===== config.mk =====
export PLATFORM = sky130hd
export DESIGN_NAME = round_robin_slice_scheduler_flat
export DESIGN_NICKNAME = d
export VERILOG_FILES = /design/src/hdl/rrss_pkg.sv /design/src/hdl/rrss_if.sv /design/src/hdl/rrss_ctrl.sv /design/src/hdl/rrss_datapath.sv /design/src/hdl/round_robin_slice_scheduler.sv /design/src/flat_wrapper.sv
export SDC_FILE = /design/constraint.sdc
export NUM_CORES = 2
export LEC_CHECK = 0
export ABC_CLOCK_PERIOD_IN_PS = 21500
export BUFFER_PORTS_ARGS = -buffer_cell sky130_fd_sc_hd__buf_2
export CAP_MARGIN = 20
export CORE_ASPECT_RATIO = 0.7
export CORE_MARGIN = 1.5
export CORE_UTILIZATION = 50
export CTS_BUF_LIST = sky130_fd_sc_hd__clkbuf_4 sky130_fd_sc_hd__clkbuf_8
export DETAILED_ROUTE_END_ITERATION = 7
export MAX_ROUTING_LAYER = met4
export PLACE_DENSITY = 0.66
export SLEW_MARGIN = 20
export SYNTH_ARGS = -nofsm -noshare
export SYNTH_HDL_FRONTEND = slang
export SYNTH_SLANG_ARGS = --single-unit

===== constraint.sdc =====
create_clock -name clk -period 21.5 [get_ports clk]
set_input_delay 3.225 -clock clk [delete_from_list [all_inputs] [get_ports clk]]
set_output_delay 3.225 -clock clk [all_outputs]
set_load 0.01 [all_outputs]

===== src/hdl/rrss_pkg.sv =====
`timescale 1ns / 1ps
`default_nettype none
// ----------------------------------------------------------------------------
// rrss_pkg
// Shared widths, codes and controller/datapath link types of the scheduler.
// ----------------------------------------------------------------------------
package rrss_pkg;
	localparam int QUEUE_DEPTH = 16;
	localparam int IDX_W       = $clog2(QUEUE_DEPTH);
	localparam int CNT_W       = $clog2(QUEUE_DEPTH + 1);
	localparam int ID_W        = 8;
	localparam int TIME_W      = 16;
	localparam int STATUS_W    = 3;
	localparam int ADDR_W      = 3;
	localparam int DATA_W      = 32;

	localparam logic [TIME_W-1:0] TIME_MAX = '1;

	localparam logic [STATUS_W-1:0] ST_ACCEPTED = 3'd0;
	localparam logic [STATUS_W-1:0] ST_REFUSED  = 3'd1;
	localparam logic [STATUS_W-1:0] ST_IDLE     = 3'd2;
	localparam logic [STATUS_W-1:0] ST_RAN      = 3'd3;
	localparam logic [STATUS_W-1:0] ST_FINISHED = 3'd4;

	localparam logic OP_ARRIVE = 1'b0;
	localparam logic OP_TICK   = 1'b1;

	localparam logic REG_SLICE   = 1'b0;
	localparam logic REG_HORIZON = 1'b1;

	localparam logic [TIME_W-1:0] SLICE_RESET   = 16'd4;
	localparam logic [TIME_W-1:0] HORIZON_RESET = 16'd100;

	typedef struct packed {
		logic load;
		logic arrive;
		logic choose;
		logic drop;
		logic run;
		logic emit;
	} rrss_cmd_t;

	typedef struct packed {
		logic is_tick;
		logic drop_now;
		logic out_free;
	} rrss_stat_t;
endpackage
`default_nettype wire


===== src/hdl/rrss_if.sv =====
`timescale 1ns / 1ps
`default_nettype none
// ----------------------------------------------------------------------------
// rrss_req_if / rrss_rsp_if
// Valid/ready channels for scheduler requests and results.
// ----------------------------------------------------------------------------
interface rrss_req_if;
	import rrss_pkg::*;
	logic              valid;
	logic              ready;
	logic              operation;
	logic [ID_W-1:0]   task_id;
	logic [TIME_W-1:0] burst_length;
	modport source (output valid, operation, task_id, burst_length, input ready);
	modport sink   (input valid, operation, task_id, burst_length, output ready);
endinterface

interface rrss_rsp_if;
	import rrss_pkg::*;
	logic                valid;
	logic                ready;
	logic [STATUS_W-1:0] status;
	logic [ID_W-1:0]     ran_id;
	logic [TIME_W-1:0]   first_run_time;
	logic [TIME_W-1:0]   finish_tick;
	logic [TIME_W-1:0]   now_tick;
	modport source (output valid, status, ran_id, first_run_time, finish_tick, now_tick,
		input ready);
	modport sink   (input valid, status, ran_id, first_run_time, finish_tick, now_tick,
		output ready);
endinterface
`default_nettype wire


===== src/hdl/rrss_ctrl.sv =====
`timescale 1ns / 1ps
`default_nettype none
// ----------------------------------------------------------------------------
// rrss_ctrl
// Sequencer: load, execute, then for a tick the drop loop and run, then emit.
// ----------------------------------------------------------------------------
module rrss_ctrl (
	input  wire logic                clk,
	input  wire logic                arst_n,
	input  wire logic                req_valid,
	output logic                     req_ready,
	input  wire rrss_pkg::rrss_stat_t stat,
	output rrss_pkg::rrss_cmd_t      cmd
);
	import rrss_pkg::*;

	localparam logic [2:0] S_IDLE = 3'd0;
	localparam logic [2:0] S_EXEC = 3'd1;
	localparam logic [2:0] S_DROP = 3'd2;
	localparam logic [2:0] S_RUN  = 3'd3;
	localparam logic [2:0] S_EMIT = 3'd4;

	logic [2:0] state_q, state_d;

	assign req_ready = (state_q == S_IDLE);

	always_comb begin
		state_d = state_q;
		cmd     = '0;
		case (state_q)
			S_IDLE: begin
				if (req_valid) begin
					cmd.load = 1'b1;
					state_d  = S_EXEC;
				end
			end
			S_EXEC: begin
				if (stat.is_tick) begin
					cmd.choose = 1'b1;
					state_d    = S_DROP;
				end else begin
					cmd.arrive = 1'b1;
					state_d    = S_EMIT;
				end
			end
			S_DROP: begin
				// hold here while unstarted entries are met past the horizon
				if (stat.drop_now) cmd.drop = 1'b1;
				else state_d = S_RUN;
			end
			S_RUN: begin
				cmd.run = 1'b1;
				state_d = S_EMIT;
			end
			S_EMIT: begin
				if (stat.out_free) begin
					cmd.emit = 1'b1;
					state_d  = S_IDLE;
				end
			end
			default: state_d = S_IDLE;
		endcase
	end

	always_ff @(posedge clk or negedge arst_n) begin
		if (!arst_n) state_q <= S_IDLE;
		else state_q <= state_d;
	end
endmodule
`default_nettype wire


===== src/hdl/rrss_datapath.sv =====
`timescale 1ns / 1ps
`default_nettype none
// ----------------------------------------------------------------------------
// rrss_datapath
// Ready queue, scheduling registers, configuration and result registers.
// ----------------------------------------------------------------------------
module rrss_datapath (
	input  wire logic                           clk,
	input  wire logic                           arst_n,
	input  wire rrss_pkg::rrss_cmd_t            cmd,
	output rrss_pkg::rrss_stat_t                stat,
	input  wire logic                           in_operation,
	input  wire logic [rrss_pkg::ID_W-1:0]      in_task_id,
	input  wire logic [rrss_pkg::TIME_W-1:0]    in_burst_length,
	output logic                                out_valid,
	input  wire logic                           out_ready,
	output logic [rrss_pkg::STATUS_W-1:0]       out_status,
	output logic [rrss_pkg::ID_W-1:0]           out_ran_id,
	output logic [rrss_pkg::TIME_W-1:0]         out_first_run_time,
	output logic [rrss_pkg::TIME_W-1:0]         out_finish_tick,
	output logic [rrss_pkg::TIME_W-1:0]         out_now_tick,
	input  wire logic                           psel,
	input  wire logic                           penable,
	input  wire logic                           pwrite,
	input  wire logic [rrss_pkg::ADDR_W-1:0]    paddr,
	input  wire logic [rrss_pkg::DATA_W-1:0]    pwdata,
	output logic [rrss_pkg::DATA_W-1:0]         prdata
);
	import rrss_pkg::*;

	// queue entries
	logic [ID_W-1:0]   ids_q     [QUEUE_DEPTH];
	logic [TIME_W-1:0] bursts_q  [QUEUE_DEPTH];
	logic [TIME_W-1:0] served_q  [QUEUE_DEPTH];
	logic [TIME_W-1:0] start_q   [QUEUE_DEPTH];
	logic [QUEUE_DEPTH-1:0] started_q;

	logic [CNT_W-1:0]  count_q;
	logic [IDX_W-1:0]  cur_q;
	logic              cv_q;
	logic [TIME_W-1:0] su_q;
	logic [TIME_W-1:0] tick_q;
	logic [TIME_W-1:0] slice_q;
	logic [TIME_W-1:0] horizon_q;

	// captured request
	logic              op_q;
	logic [ID_W-1:0]   id_q;
	logic [TIME_W-1:0] burst_q;
	logic [TIME_W-1:0] now_q;
	logic              past_q;

	// pending result
	logic [STATUS_W-1:0] res_status_q;
	logic [ID_W-1:0]     res_id_q;
	logic [TIME_W-1:0]   res_first_q;
	logic [TIME_W-1:0]   res_finish_q;

	logic [CNT_W-1:0]  cur_ext;
	logic [CNT_W-1:0]  cur_next;
	logic [CNT_W-1:0]  cnt_less;
	logic [IDX_W-1:0]  last_idx;
	logic [TIME_W-1:0] served_inc;
	logic              finishing;
	logic              do_remove;
	logic              cfg_wr;

	assign cur_ext    = {1'b0, cur_q};
	assign cur_next   = cur_ext + CNT_W'(1);
	assign cnt_less   = count_q - CNT_W'(1);
	assign last_idx   = cnt_less[IDX_W-1:0];
	assign served_inc = (served_q[cur_q] == TIME_MAX) ? TIME_MAX
		: served_q[cur_q] + TIME_W'(1);
	assign finishing  = cv_q && (served_inc >= bursts_q[cur_q]);
	assign do_remove  = cmd.drop || (cmd.run && finishing);

	assign stat.is_tick  = (op_q == OP_TICK);
	assign stat.drop_now = past_q && cv_q && !started_q[cur_q];
	assign stat.out_free = !out_valid || out_ready;

	// configuration port
	assign cfg_wr = psel && penable && pwrite;
	assign prdata = (paddr[2] == REG_HORIZON) ? {16'd0, horizon_q} : {16'd0, slice_q};

	always_ff @(posedge clk or negedge arst_n) begin
		if (!arst_n) begin
			slice_q   <= SLICE_RESET;
			horizon_q <= HORIZON_RESET;
		end else if (cfg_wr) begin
			if (paddr[2] == REG_HORIZON) horizon_q <= pwdata[TIME_W-1:0];
			else slice_q <= pwdata[TIME_W-1:0];
		end
	end

	// request capture
	always_ff @(posedge clk) begin
		if (cmd.load) begin
			op_q    <= in_operation;
			id_q    <= in_task_id;
			burst_q <= in_burst_length;
			now_q   <= tick_q;
			past_q  <= (tick_q >= horizon_q);
		end
	end

	// entry payload: append at tail, shift down on removal, update on run
	always_ff @(posedge clk) begin
		if (cmd.arrive && !past_q && (count_q < CNT_W'(QUEUE_DEPTH))) begin
			ids_q[count_q[IDX_W-1:0]]    <= id_q;
			bursts_q[count_q[IDX_W-1:0]] <= burst_q;
			served_q[count_q[IDX_W-1:0]] <= '0;
			start_q[count_q[IDX_W-1:0]]  <= '0;
		end
		if (cmd.run && cv_q && !finishing) begin
			served_q[cur_q] <= served_inc;
			if (!started_q[cur_q]) start_q[cur_q] <= now_q;
		end
		if (do_remove) begin
			for (int i = 0; i < QUEUE_DEPTH - 1; i++) begin
				if (IDX_W'(i) >= cur_q) begin
					ids_q[i]    <= ids_q[i+1];
					bursts_q[i] <= bursts_q[i+1];
					served_q[i] <= served_q[i+1];
					start_q[i]  <= start_q[i+1];
				end
			end
		end
	end

	// started flags and scheduling state
	always_ff @(posedge clk or negedge arst_n) begin
		if (!arst_n) begin
			started_q <= '0;
			count_q   <= '0;
			cur_q     <= '0;
			cv_q      <= 1'b0;
			su_q      <= '0;
			tick_q    <= '0;
		end else begin
			if (cmd.arrive && !past_q && (count_q < CNT_W'(QUEUE_DEPTH))) begin
				started_q[count_q[IDX_W-1:0]] <= 1'b0;
				count_q <= count_q + CNT_W'(1);
			end
			if (cmd.choose) begin
				if (!cv_q) begin
					su_q  <= '0;
					cur_q <= '0;
					cv_q  <= (count_q != '0);
				end else if (su_q >= slice_q) begin
					su_q  <= '0;
					cur_q <= (cur_next >= count_q) ? '0 : cur_next[IDX_W-1:0];
					cv_q  <= (count_q != '0);
				end else if (count_q == '0) begin
					cv_q <= 1'b0;
				end else if (cur_ext >= count_q) begin
					cur_q <= '0;
				end
			end
			if (cmd.drop) begin
				su_q <= '0;
				if (cur_ext >= cnt_less) cur_q <= '0;
				cv_q <= (cnt_less != '0);
			end
			if (cmd.run) begin
				if (cv_q) begin
					if (finishing) begin
						su_q <= '0;
						if (cur_ext >= cnt_less) begin
							cur_q <= '0;
							cv_q  <= 1'b0;
						end
					end else begin
						su_q <= (su_q == TIME_MAX) ? TIME_MAX : su_q + TIME_W'(1);
						started_q[cur_q] <= 1'b1;
					end
				end
				if (tick_q != TIME_MAX) tick_q <= tick_q + TIME_W'(1);
			end
			if (do_remove) begin
				for (int i = 0; i < QUEUE_DEPTH - 1; i++) begin
					if (IDX_W'(i) >= cur_q) started_q[i] <= started_q[i+1];
				end
				started_q[last_idx] <= 1'b0;
				count_q <= cnt_less;
			end
		end
	end

	// result formation
	always_ff @(posedge clk) begin
		if (cmd.arrive) begin
			res_id_q     <= id_q;
			res_first_q  <= '0;
			res_finish_q <= '0;
			res_status_q <= (past_q || (count_q >= CNT_W'(QUEUE_DEPTH))) ? ST_REFUSED
				: ST_ACCEPTED;
		end
		if (cmd.run) begin
			if (!cv_q) begin
				res_status_q <= ST_IDLE;
				res_id_q     <= '0;
				res_first_q  <= '0;
				res_finish_q <= '0;
			end else if (finishing) begin
				res_status_q <= ST_FINISHED;
				res_id_q     <= ids_q[cur_q];
				res_first_q  <= started_q[cur_q] ? start_q[cur_q] : now_q;
				res_finish_q <= now_q;
			end else begin
				res_status_q <= ST_RAN;
				res_id_q     <= ids_q[cur_q];
				res_first_q  <= '0;
				res_finish_q <= '0;
			end
		end
	end

	// output register
	always_ff @(posedge clk or negedge arst_n) begin
		if (!arst_n) out_valid <= 1'b0;
		else if (cmd.emit) out_valid <= 1'b1;
		else if (out_ready) out_valid <= 1'b0;
	end

	always_ff @(posedge clk) begin
		if (cmd.emit) begin
			out_status         <= res_status_q;
			out_ran_id         <= res_id_q;
			out_first_run_time <= res_first_q;
			out_finish_tick    <= res_finish_q;
			out_now_tick       <= now_q;
		end
	end
endmodule
`default_nettype wire


===== src/hdl/round_robin_slice_scheduler.sv =====
`timescale 1ns / 1ps
`default_nettype none
// An arrival passes the execute and emit states; a tick passes execute, the drop
// loop over unstarted entries past the horizon (up to 16), run and emit. Emit
// waits until the output register is free. One transaction at a time: a new
// request is taken only once the sequencer is back in idle.
// Reset (arst_n low) empties the queue, zeroes tick count and slice usage, and
// restores slice length 4 and admission horizon 100.
// ----------------------------------------------------------------------------
// round_robin_slice_scheduler
// Round-robin time-slice scheduler over an ordered ready queue of 16 tasks.
// ----------------------------------------------------------------------------
module round_robin_slice_scheduler (
	input  wire logic                        clk,
	input  wire logic                        arst_n,
	rrss_req_if.sink                         req,
	rrss_rsp_if.source                       rsp,
	input  wire logic                        psel,
	input  wire logic                        penable,
	input  wire logic                        pwrite,
	input  wire logic [rrss_pkg::ADDR_W-1:0] paddr,
	input  wire logic [rrss_pkg::DATA_W-1:0] pwdata,
	output logic [rrss_pkg::DATA_W-1:0]      prdata,
	output logic                             pready
);
	import rrss_pkg::*;

	rrss_cmd_t  cmd;
	rrss_stat_t stat;

	// writes always complete in the access cycle
	assign pready = 1'b1;

	// sequencer: take a transaction, execute, for a tick the drop loop and run, then emit
	rrss_ctrl u_ctrl (
		.clk       (clk),
		.arst_n    (arst_n),
		.req_valid (req.valid),
		.req_ready (req.ready),
		.stat      (stat),
		.cmd       (cmd)
	);

	// queue, timing state, configuration and the result register
	rrss_datapath u_dp (
		.clk                (clk),
		.arst_n             (arst_n),
		.cmd                (cmd),
		.stat               (stat),
		.in_operation       (req.operation),
		.in_task_id         (req.task_id),
		.in_burst_length    (req.burst_length),
		.out_valid          (rsp.valid),
		.out_ready          (rsp.ready),
		.out_status         (rsp.status),
		.out_ran_id         (rsp.ran_id),
		.out_first_run_time (rsp.first_run_time),
		.out_finish_tick    (rsp.finish_tick),
		.out_now_tick       (rsp.now_tick),
		.psel               (psel),
		.penable            (penable),
		.pwrite             (pwrite),
		.paddr              (paddr),
		.pwdata             (pwdata),
		.prdata             (prdata)
	);
endmodule
`default_nettype wire


===== src/flat_wrapper.sv =====
// flat-port wrapper written by rule: the top's interface ports become plain ports
module round_robin_slice_scheduler_flat import rrss_pkg::*;
  (clk, arst_n, psel, penable, pwrite, paddr, pwdata, prdata, pready, req_valid, req_operation, req_task_id, req_burst_length, req_ready, rsp_valid, rsp_status, rsp_ran_id, rsp_first_run_time, rsp_finish_tick, rsp_now_tick, rsp_ready);
  rrss_req_if req_i ();
  rrss_rsp_if rsp_i ();
  input  wire logic clk;
  input  wire logic arst_n;
  input  wire logic psel;
  input  wire logic penable;
  input  wire logic pwrite;
  input  wire logic [rrss_pkg::ADDR_W-1:0] paddr;
  input  wire logic [rrss_pkg::DATA_W-1:0] pwdata;
  output logic [rrss_pkg::DATA_W-1:0] prdata;
  output logic pready;
  input wire logic [$bits(req_i.valid)-1:0] req_valid;
  input wire logic [$bits(req_i.operation)-1:0] req_operation;
  input wire logic [$bits(req_i.task_id)-1:0] req_task_id;
  input wire logic [$bits(req_i.burst_length)-1:0] req_burst_length;
  output wire logic [$bits(req_i.ready)-1:0] req_ready;
  output wire logic [$bits(rsp_i.valid)-1:0] rsp_valid;
  output wire logic [$bits(rsp_i.status)-1:0] rsp_status;
  output wire logic [$bits(rsp_i.ran_id)-1:0] rsp_ran_id;
  output wire logic [$bits(rsp_i.first_run_time)-1:0] rsp_first_run_time;
  output wire logic [$bits(rsp_i.finish_tick)-1:0] rsp_finish_tick;
  output wire logic [$bits(rsp_i.now_tick)-1:0] rsp_now_tick;
  input wire logic [$bits(rsp_i.ready)-1:0] rsp_ready;
  assign req_i.valid = req_valid;
  assign req_i.operation = req_operation;
  assign req_i.task_id = req_task_id;
  assign req_i.burst_length = req_burst_length;
  assign req_ready = req_i.ready;
  assign rsp_valid = rsp_i.valid;
  assign rsp_status = rsp_i.status;
  assign rsp_ran_id = rsp_i.ran_id;
  assign rsp_first_run_time = rsp_i.first_run_time;
  assign rsp_finish_tick = rsp_i.finish_tick;
  assign rsp_now_tick = rsp_i.now_tick;
  assign rsp_i.ready = rsp_ready;
  round_robin_slice_scheduler u_core (.clk(clk), .arst_n(arst_n), .req(req_i), .rsp(rsp_i), .psel(psel), .penable(penable), .pwrite(pwrite), .paddr(paddr), .pwdata(pwdata), .prdata(prdata), .pready(pready));
endmodule

==> results.json <==
{
  "startpoint": "u_core.u_dp.cur_q[0]$_DFF_PN0_",
  "clock.fmax_mhz": 101,
  "worstReg2RegEnd": "u_core.u_dp.start_q[6][14]$_DFFE_PP_",
  "hp-start": "u_core.u_dp.res_first_q[13]$_SDFFCE_PN0N_",
  "syn_inst": 4368,
  "place.gp.congestion": 0.925,
  "synth_edf_count": 1040,
  "io_buffers": 125,
  "die_area_mm2": 0.113,
  "cp.required_ns": 22.05,
  "worstPathArrival_ns": 10.47,
  "layout_setup_ws_ns": 11.58,
  "cts_root_buffer": "clkbuf_8",
  "coreArea_mm2": 0.110,
  "ant_nets": 0,
  "synth_most_common_cell": "nand2_1",
  "power_density_mw_per_mm2": 97.2,
  "switching_share_pct": 31.0,
  "period_share_pct": 46.1,
  "cts_tree": "yes",
  "initial_core_util_pct": 50.3,
  "final_hold_viol_count": 0,
  "ioPinCount": 161,
  "yosysWarningCount": 0,
  "postCtsSetupBuffers": 0,
  "vdd.ir_drop.worst_mv": 0.0827,
  "dieWidth_um": 401,
  "synth_area_per_cell_um2": 12.7,
  "dr.pass1.iters": 6,
  "cp_slowest_stage_delay_ns": 0.93,
  "outcome": "completed",
  "power_switching_mw": 1.85,
  "slowest_stage": "dfrtp_4",
  "cp-endpoint": "u_core.u_dp.start_q[6][14]$_DFFE_PP_",
  "grt_max_degree": 106,
  "vias": 37700,
  "post-place-ws_ns": 11.70,
  "rows": 102,
  "route.detailed.drc": 0,
  "synth_area_mm2": 0.0555,
  "gr-total-overflow": 0,
  "worstMarginPinSlew_ns": 1.23,
  "synth_top_family_by_area": "multiplexers",
  "synth.top_cell.area_share_pct": 56.3,
  "crit_family": "buffers and inverters",
  "cts_hold_buffers": 0,
  "yosysSeqAreaShare_pct": 60.5,
  "cts.sinks": 1134,
  "post-route-min-period_ns": 9.92,
  "synth_top_flop_cell": "edfxtp_1",
  "cts-buffers-inserted": 174,
  "timing.rr.start": "u_core.u_dp.cur_q[0]$_DFF_PN0_",
  "cp_max_fo": 105,
  "synth_xor_area_share_pct": 0.505,
  "yosysTopAreaCell": "edfxtp_1",
  "routed_wl_um": 161000,
  "worstSetupPathType": "reg2reg",
  "power_frac_seq_pct": 50.0,
  "n_fill_cell": 9100,
  "crit_path_frequent_cell": "buf_4",
  "ctsResizeCount": 0,
  "async_reset_ff_share_pct": 8.29,
  "start_kind": "register",
  "relSlewSlack_pct": 18.0,
  "finalSetupViolCount": 0,
  "p_int_mw": 4.12,
  "hp-class": "reg2reg",
  "rsz0062_at_grt": "no",
  "dp_hpwl_um": 96500,
  "dieHeight_um": 282,
  "skew_ns": 0.0584,
  "cp_cell_sequence": "buf_12 > buf_4 > mux4_1 > mux4_2 > ha_1 > a21bo_2 > a2111oi_2 > nand2_1 > nor4_2 > mux2_2 > ha_1 > nand4_1 > or2_2 > a21oi_1 > a21oi_1 > a21o_2 > buf_4 > a221oi_4 > buf_4 > buf_4 > o21bai_2 > buf_4",
  "reg2regPathDepth": 22,
  "final_core_util_pct": 55.7,
  "track_usage_pct": 29.3,
  "clk_pin_slew_ns": 0.07,
  "drtIter0Drc": 4623,
  "ys_ff_latch": 1134,
  "antenna_found_initial": 3,
  "endpoint_kind": "register",
  "grt_pass1_vias": 36500,
  "finalSetupTns_ns": 0,
  "p_clk_share_pct": 31.0,
  "maxCapViolCount": 0,
  "p_total_mw": 5.97,
  "synth_area_leaders": "edfxtp_1, nand2_1, mux2_2",
  "r2r_slack_ns": 11.58,
  "combinationalPowerShare_pct": 19.0,
  "clock_latency_ns": 0.92,
  "maxSlewViolCount": 0,
  "grt_pass1_wl_um": 238000,
  "cts_max_level": 4,
  "drt-vias-per-instance": 6.21,
  "area_delta_synth_final_pct": 10.7,
  "yosys.area_share.simple_pct": 10.8,
  "synthAdderAreaFrac_pct": 1.67,
  "synth_commonest_cells": "nand2_1, edfxtp_1, mux2_2, mux2i_1, a21o_1",
  "ctsLongestPathBuffers": 3,
  "ys_types": 88,
  "drive_gt1_share_pct": 20.9,
  "synth_mux_area_share_pct": 14.6,
  "worst-path-buf-inv": 6,
  "p_leak_nw": 24.4,
  "cp_num_cells": 22,
  "synth_compound_area_share_pct": 8.47,
  "final_nets": 4609,
  "routedWlPerCell_um": 26.6
}
==> state kept, by name, summed over array words and instances (netlist names), 4 cells and up <==
signal / count
u_core.u_dp.served_q: 256
u_core.u_dp.su_q: 16
u_core.u_dp.id_q: 8
u_core.u_dp.out_now_tick: 16
u_core.u_dp.cur_q: 4
u_core.u_dp.tick_q: 16
u_core.u_dp.res_first_q: 16
u_core.u_dp.start_q: 256
u_core.u_dp.bursts_q: 256
u_core.u_dp.res_id_q: 8
u_core.u_dp.ids_q: 128
u_core.u_dp.horizon_q: 16
u_core.u_dp.slice_q: 16
u_core.u_dp.out_ran_id: 8
u_core.u_dp.burst_q: 16
u_core.u_dp.out_finish_tick: 16
u_core.u_dp.now_q: 16
u_core.u_dp.started_q: 16
u_core.u_dp.count_q: 5
u_core.u_dp.res_finish_q: 16
u_core.u_dp.out_first_run_time: 16
==> area by class of cell <==
class                           instances  area [µm²]  share of cell area, %
Antenna cell                            3        7.51                 0.0122
Clock buffer                          241        2940                   4.78
Clock inverter                         73         576                  0.937
Inverter                               81         304                  0.495
Multi-Input combinational cell       2844       20700                   33.7
Sequential cell                      1134       33600                   54.7
Tap cell                             1456        1820                   2.96
Timing Repair Buffer                  233        1490                   2.43
==> kinds of logic (layout without fill, tap and decap cells) <==
logic type | Yosys count | count (layout)
and+or+nand+nor | 1479 | 1479
DFF | 1134 | 1134
AOI/OAI and AO/OA | 651 | 651
muxes | 591 | 591
buffers and inverters | 405 | 628
adders and majority gates | 74 | 74
xor gates and xnor gates | 32 | 32
other | 2 | 20
==> worst min path at each step <==
stage	endpoint	slack, ns	depth (start not counted)
2_1_floorplan	u_core.u_dp.out_finish_tick[0]$_DFFE_PP_	0.40	0
3_3_place_gp	u_core.u_dp.out_finish_tick[6]$_DFFE_PP_	0.40	0
3_5_place_dp	u_core.u_dp.out_first_run_time[4]$_DFFE_PP_	0.40	0
4_1_cts	u_core.u_dp.out_first_run_time[13]$_DFFE_PP_	0.41	0
5_1_grt	u_core.u_dp.out_first_run_time[6]$_DFFE_PP_	0.42	0
6_report	u_core.u_dp.out_first_run_time[13]$_DFFE_PP_	0.41	0
==> placed cells by master, fill, tap and decap left out, types with 16 or more instances in the layout <==
| cell type | n |
|---|---|
| conb_1 | 17 |
| buf_2 | 124 |
| nand2_1 | 1224 |
| xnor2_1 | 23 |
| mux2_1 | 18 |
| inv_1 | 77 |
| dfrtp_1 | 86 |
| buf_4 | 106 |
| mux2_2 | 234 |
| a21oi_1 | 87 |
| edfxtp_1 | 1040 |
| mux4_2 | 110 |
| o22ai_1 | 33 |
| ha_1 | 74 |
| mux2i_1 | 200 |
| nor2_1 | 71 |
| o221ai_1 | 105 |
| nand4_1 | 16 |
| o21ai_0 | 65 |
| and2_1 | 29 |
| a21o_1 | 190 |
| mux4_1 | 29 |
| nand3_1 | 31 |
| nor3_1 | 29 |
| clkbuf_8 | 180 |
| clkinv_1 | 46 |
| clkbuf_4 | 61 |
==> worst reg2reg max path: cells and delay by family (launching register included) <==
family	cells	cell delay (ns)
buffers and inverters	6	3.48
AOI/OAI and AO/OA	7	2.43
muxes	3	1.19
and+or+nand+nor	4	0.99
DFF	1	0.93
adders and majority gates	2	0.58
==> power by group through the flow <==
stage	Sequential [mW]	Clock, mW	Combinational, mW
2_1_floorplan	2.95	0	0.709
3_3_place_gp	3.02	0	1.09
3_5_place_dp	3.02	0	1.11
4_1_cts	2.98	1.87	1.12
5_1_grt	3.01	1.96	1.22
6_report	2.99	1.85	1.14
==> metal layers <==
| metal | global-route usage, % | vias to the layer above | wire length, µm | part of all wire, % |
|---|---|---|---|---|
| met5 | - | - | 0 | 0 |
| met4 | 7.95 | 0 | 3580 | 2.2 |
| met1 | 41.3 | 18800 | 67900 | 42 |
| met3 | 7.45 | 288 | 19600 | 12 |
| met2 | 42.1 | 2241 | 69900 | 43 |
| li1 | - | 16400 | - | - |
==> per-stage QoR <==
| stage | cells | cell area [µm²] | hold WS, ns |
|---|---|---|---|
| after floorplan | 4383 | 55600 | 0.400 |
| after global placement | 5745 | 57900 | 0.401 |
| after detailed placement | 5745 | 57900 | 0.405 |
| after CTS | 6059 | 61400 | 0.414 |
| after global routing | 6065 | 61500 | 0.423 |
| final | 6065 | 61500 | 0.408 |
Power figures use the tool's default switching activity.
